$ cat config.mk
export PLATFORM = sky130hd
export DESIGN_NAME = ste_ram
export DESIGN_NICKNAME = d
export VERILOG_FILES = /design/src/design/ste_ram.sv
export SDC_FILE = /design/constraint.sdc
export NUM_CORES = 1
export LEC_CHECK = 0
export BUFFER_PORTS_ARGS = -buffer_cell sky130_fd_sc_hd__buf_2
export CORE_MARGIN = 2
export CORE_UTILIZATION = 30
export CTS_CLUSTER_DIAMETER = 150
export CTS_CLUSTER_SIZE = 14
export DETAILED_ROUTE_END_ITERATION = 7
export GPL_TIMING_DRIVEN = 0
export PLACE_DENSITY = 0.54
export SLEW_MARGIN = 5
export SYNTH_ARGS = -nofsm -noshare
export SYNTH_HDL_FRONTEND = slang
export SYNTH_SLANG_ARGS = --single-unit
$ cat constraint.sdc
create_clock -name clock -period 4.35 [get_ports clock]
set_input_delay 0.6525 -clock clock [delete_from_list [all_inputs] [get_ports clock]]
set_output_delay 0.6525 -clock clock [all_outputs]
set_load 0.01 [all_outputs]
$ cat src/design/ste_ram.sv
module ste_ram #(
   parameter int WIDTH = 8,
   parameter int DEPTH = 16
) (
   input  logic                     clock,
   input  logic                     wr_en,
   input  logic [$clog2(DEPTH)-1:0] wr_addr,
   input  logic [WIDTH-1:0]         wr_data,
   input  logic [$clog2(DEPTH)-1:0] rd_addr,
   output logic [WIDTH-1:0]         rd_data
);

   logic [WIDTH-1:0] mem [DEPTH];
   logic [WIDTH-1:0] rd_data_ff;

   // single write port, registered read
   always_ff @(posedge clock) begin
      if (wr_en) begin
         mem[wr_addr] <= wr_data;
      end
      rd_data_ff <= mem[rd_addr];
   end

   assign rd_data = rd_data_ff;

endmodule

==> summary.md <==
| Metric | Value |
|---|---|
| GR Util All Layers | `roughly an eighth` |
| Post-Syn Area per Cell | `22.5 um^2` |
| Vias in the first global route | `between 2000 and 2500` |
| Status | `completed` |
| Layout Skew | `roughly 5.3 ps` |
| Synthesized flop and latch total | `approximately 140` |
| Vias/cell | `between 4 and 5` |
| Gr ovfl total | `0` |
| NetSw | `roughly 0.59 mW` |
| Reg power frac | `47.3%` |
| Async S/R FF share, synth | `0%` |
| Clock share of power | `between 40 and 50%` |
| Max rail drop VDD | `between 0.0003 and 0.0004 V` |
| Worst min-delay path class | `in -> reg` |
| CTS buffer count | `17` |
| Synth cell types | `19` |
| Synth Area in Compound Gates | `2.33%` |
| I/O pin count | `26` |
| Number of DRC markers in iteration 0 | `~190` |
| CP Cell Sequence | `buf_2 -> or3b_2 -> nor2_1` |
| Min cycle time layout | `just under 2000 ps` |
| Number of diodes | `0` |
| Data required, critical path | `4390 ps` |
| Post-synthesis mux area share | `between 10% and 20%` |
| Routed Antenna Nets | `0` |
| Synth Area in Adders | `0%` |
| Fmax | `513 MHz` |
| Hold_ws | `~630 ps` |
| Post-CTS resize count | `0` |
| Main combinational cell family by area after synthesis | `multiplexers` |
| XOR/XNOR Fraction of Synth Area | `0%` |
| Most frequent cell after synthesis | `edfxtp_1` |
| Worst path slowest cell | `nor2_1` |
| Crit path launch type | `input port` |
| Yosys top cell by area | `edfxtp_1` |
| Die W | `around 130 um` |
| Internal power | `2.52 mW` |
| Fin crit share | `around 45%` |
| Root Buffer | `clkbuf_16` |
| Maxcap violations | `0` |
| Synth cell count leaders | `edfxtp_1 (128), mux4_2 (18), a22oi_1 (16)` |
| Top cell type's share of synthesized area | `74.7%` |
| Bufs and invs on worst path | `1` |
| Arrival time worst endpoint | `between 1500 and 2000 ps` |
| M3 GR Usage | `between 3 and 4%` |
| Pleak | `roughly 2.1 nW` |
| Combinational power share | `under 10%` |
| Largest net degree at the start of global routing | `17` |
| Chip height | `135 um` |
| Routing usage on met1 | `between 10% and 20%` |
| Core Box Area | `16700 um^2` |
| Global-route wire length before repair | `roughly 15000 um` |
| Crit path max-delay family | `simple AND/OR/NAND/NOR gates` |
| Wirelength, routed | `between 10000 and 15000 um` |
| Worst-Margin Slew | `about 1200 ps` |
| Slew headroom | `between 10% and 20%` |
| Starting Density | `between 30% and 40%` |
| Die ar. | `around 18000 um^2` |
| Fill cells | `between 1500 and 2000` |
| Port Buffers | `24` |
| Hold buffers post-CTS | `0` |
| CTS tree | `done` |
| Initial DRT Pass Iterations | `5` |
| Worst setup path class | `in -> reg` |
| Design Power | `~3.1 mW` |
| Area of the multi-input gates | `~1100 um^2` |
| Crit end category | `flip-flop` |
| Clock Sinks | `around 140` |
| Final Setup Violations | `0` |
| Postcts setup bufs | `0` |
| Post-synthesis net count | `approximately 250` |
| WL per Instance | `19.9 um` |
| RSZ-0062 raised after global routing | `no` |
| Crit-path max FO | `8` |
| Clk Latency, worst-skew pair | `~420 ps` |
| Simple-gate share of the synthesized area | `3.18%` |
| Final net count | `290` |
| Vias | `2365` |
| Gr busiest metal | `met2` |
| Synth Instances | `between 200 and 250` |
| Final hold vios | `0` |
| Main synth FF type | `edfxtp_1` |
| Share of cells above drive strength 1 | `between 20% and 30%` |
| Register area | `4000 um^2` |
| Met2 usage | `17.7%` |
| Dpl hpwl | `around 6500 um` |
| Post-synth EDFFs | `between 100 and 150` |
| Power Density | `around 500 nW/um^2` |
| Clk buf depth | `2` |
| H-tree levels | `4` |
| Area Overhead vs Synth | `20.0%` |
| Setup TNS | `0 ps` |
| Post-synthesis sequential area ratio | `77.8%` |
| Drc violations | `0` |
| Routability cong. | `around 0.72` |
| Mapped Area | `roughly 5100 um^2` |
| Reg clk slew, reported paths | `~50 ps` |
| Num rows | `47` |
| Pins Over Slew Limit | `0` |
| Sw Ratio | `a little under a fifth` |
| Initial antenna violation count | `0` |
| YS warnings | `0` |
| Synth area leaders | `edfxtp_1 (75%), mux4_2 (7.9%), mux4_1 (7.1%), dfxtp_1 (3.1%), a22oi_1 (2.3%)` |
| Slowest stage delay, CP | `approximately 670 ps` |
[cells in the final DEF, fill, tap and decap left out, types with 5 or more instances in the layout]
master / Yosys / layout
clkinv_2: 0 / 5
dfxtp_1: 8 / 8
clkbuf_16: 0 / 17
mux4_1: 14 / 14
nand2_1: 9 / 9
nor2_1: 13 / 13
a22oi_1: 16 / 16
edfxtp_1: 128 / 128
mux4_2: 18 / 18
buf_2: 3 / 27
[flip-flops by register name, indices dropped and copies added (netlist names)]
register	count
mem	128
rd_data	8
[logic make-up (layout without fill, tap and decap cells)]
| family | Yosys count | after routing |
|---|---|---|
| AOI/OAI and AO/OA | 16 | 16 |
| buffers and inverters | 10 | 66 |
| DFF | 136 | 136 |
| muxes | 32 | 32 |
| and+or+nand+nor | 35 | 35 |
[per-stage QoR]
stage	std cells	setup slack (ps)	util, %	area (um^2)
floorplan	229	2200	-	5150
global placement	473	1580	33.2	5540
detailed placement	473	1590	33.2	5540
CTS	505	2030	36.9	6170
global route	505	2270	37.0	6180
finish	505	2400	37.0	6180
[power groups by stage]
stage	Combinational [mW]	Clock, mW	Sequential [mW]
after global placement	0.144	0	1.50
final	0.143	1.50	1.47
after CTS	0.146	1.52	1.47
after detailed placement	0.146	0	1.50
after floorplan	0.0744	0	1.50
after global routing	0.156	1.58	1.47
[worst register-to-register path: stages, from the launching register on]
cell and delay, ps:
edfxtp_1 350, mux4_1 570, a22oi_1 280, nand2_1 130
[final cells by class]
type                            count  area share [%]
Clock buffer                       23            7.74
Buffer                             10            1.40
Timing Repair Buffer               24            1.94
Tap cell                          220            4.46
Multi-Input combinational cell     83            17.3
Clock inverter                      9            2.35
Sequential cell                   136            64.8
[final timing paths]
path                      to       start  cells past startpoint  slack, ps
setup / recovery   mem[2][2]  wr_addr[2]                      3       2400
hold / removal     mem[1][6]  wr_data[6]                      1        630
setup reg to reg  rd_data[0]   mem[5][0]                      3       2900
hold reg to reg   rd_data[2]   mem[3][2]                      3        690
[layer usage]
layer / vias to the layer above / share of wire (%)
li1: 1058 / -
met1: 1224 / 45
met2: 69 / 46
met3: 14 / 7.2
met4: 0 / 1.7
met5: - / 0
Note: power is estimated with default switching activity, not from simulation.
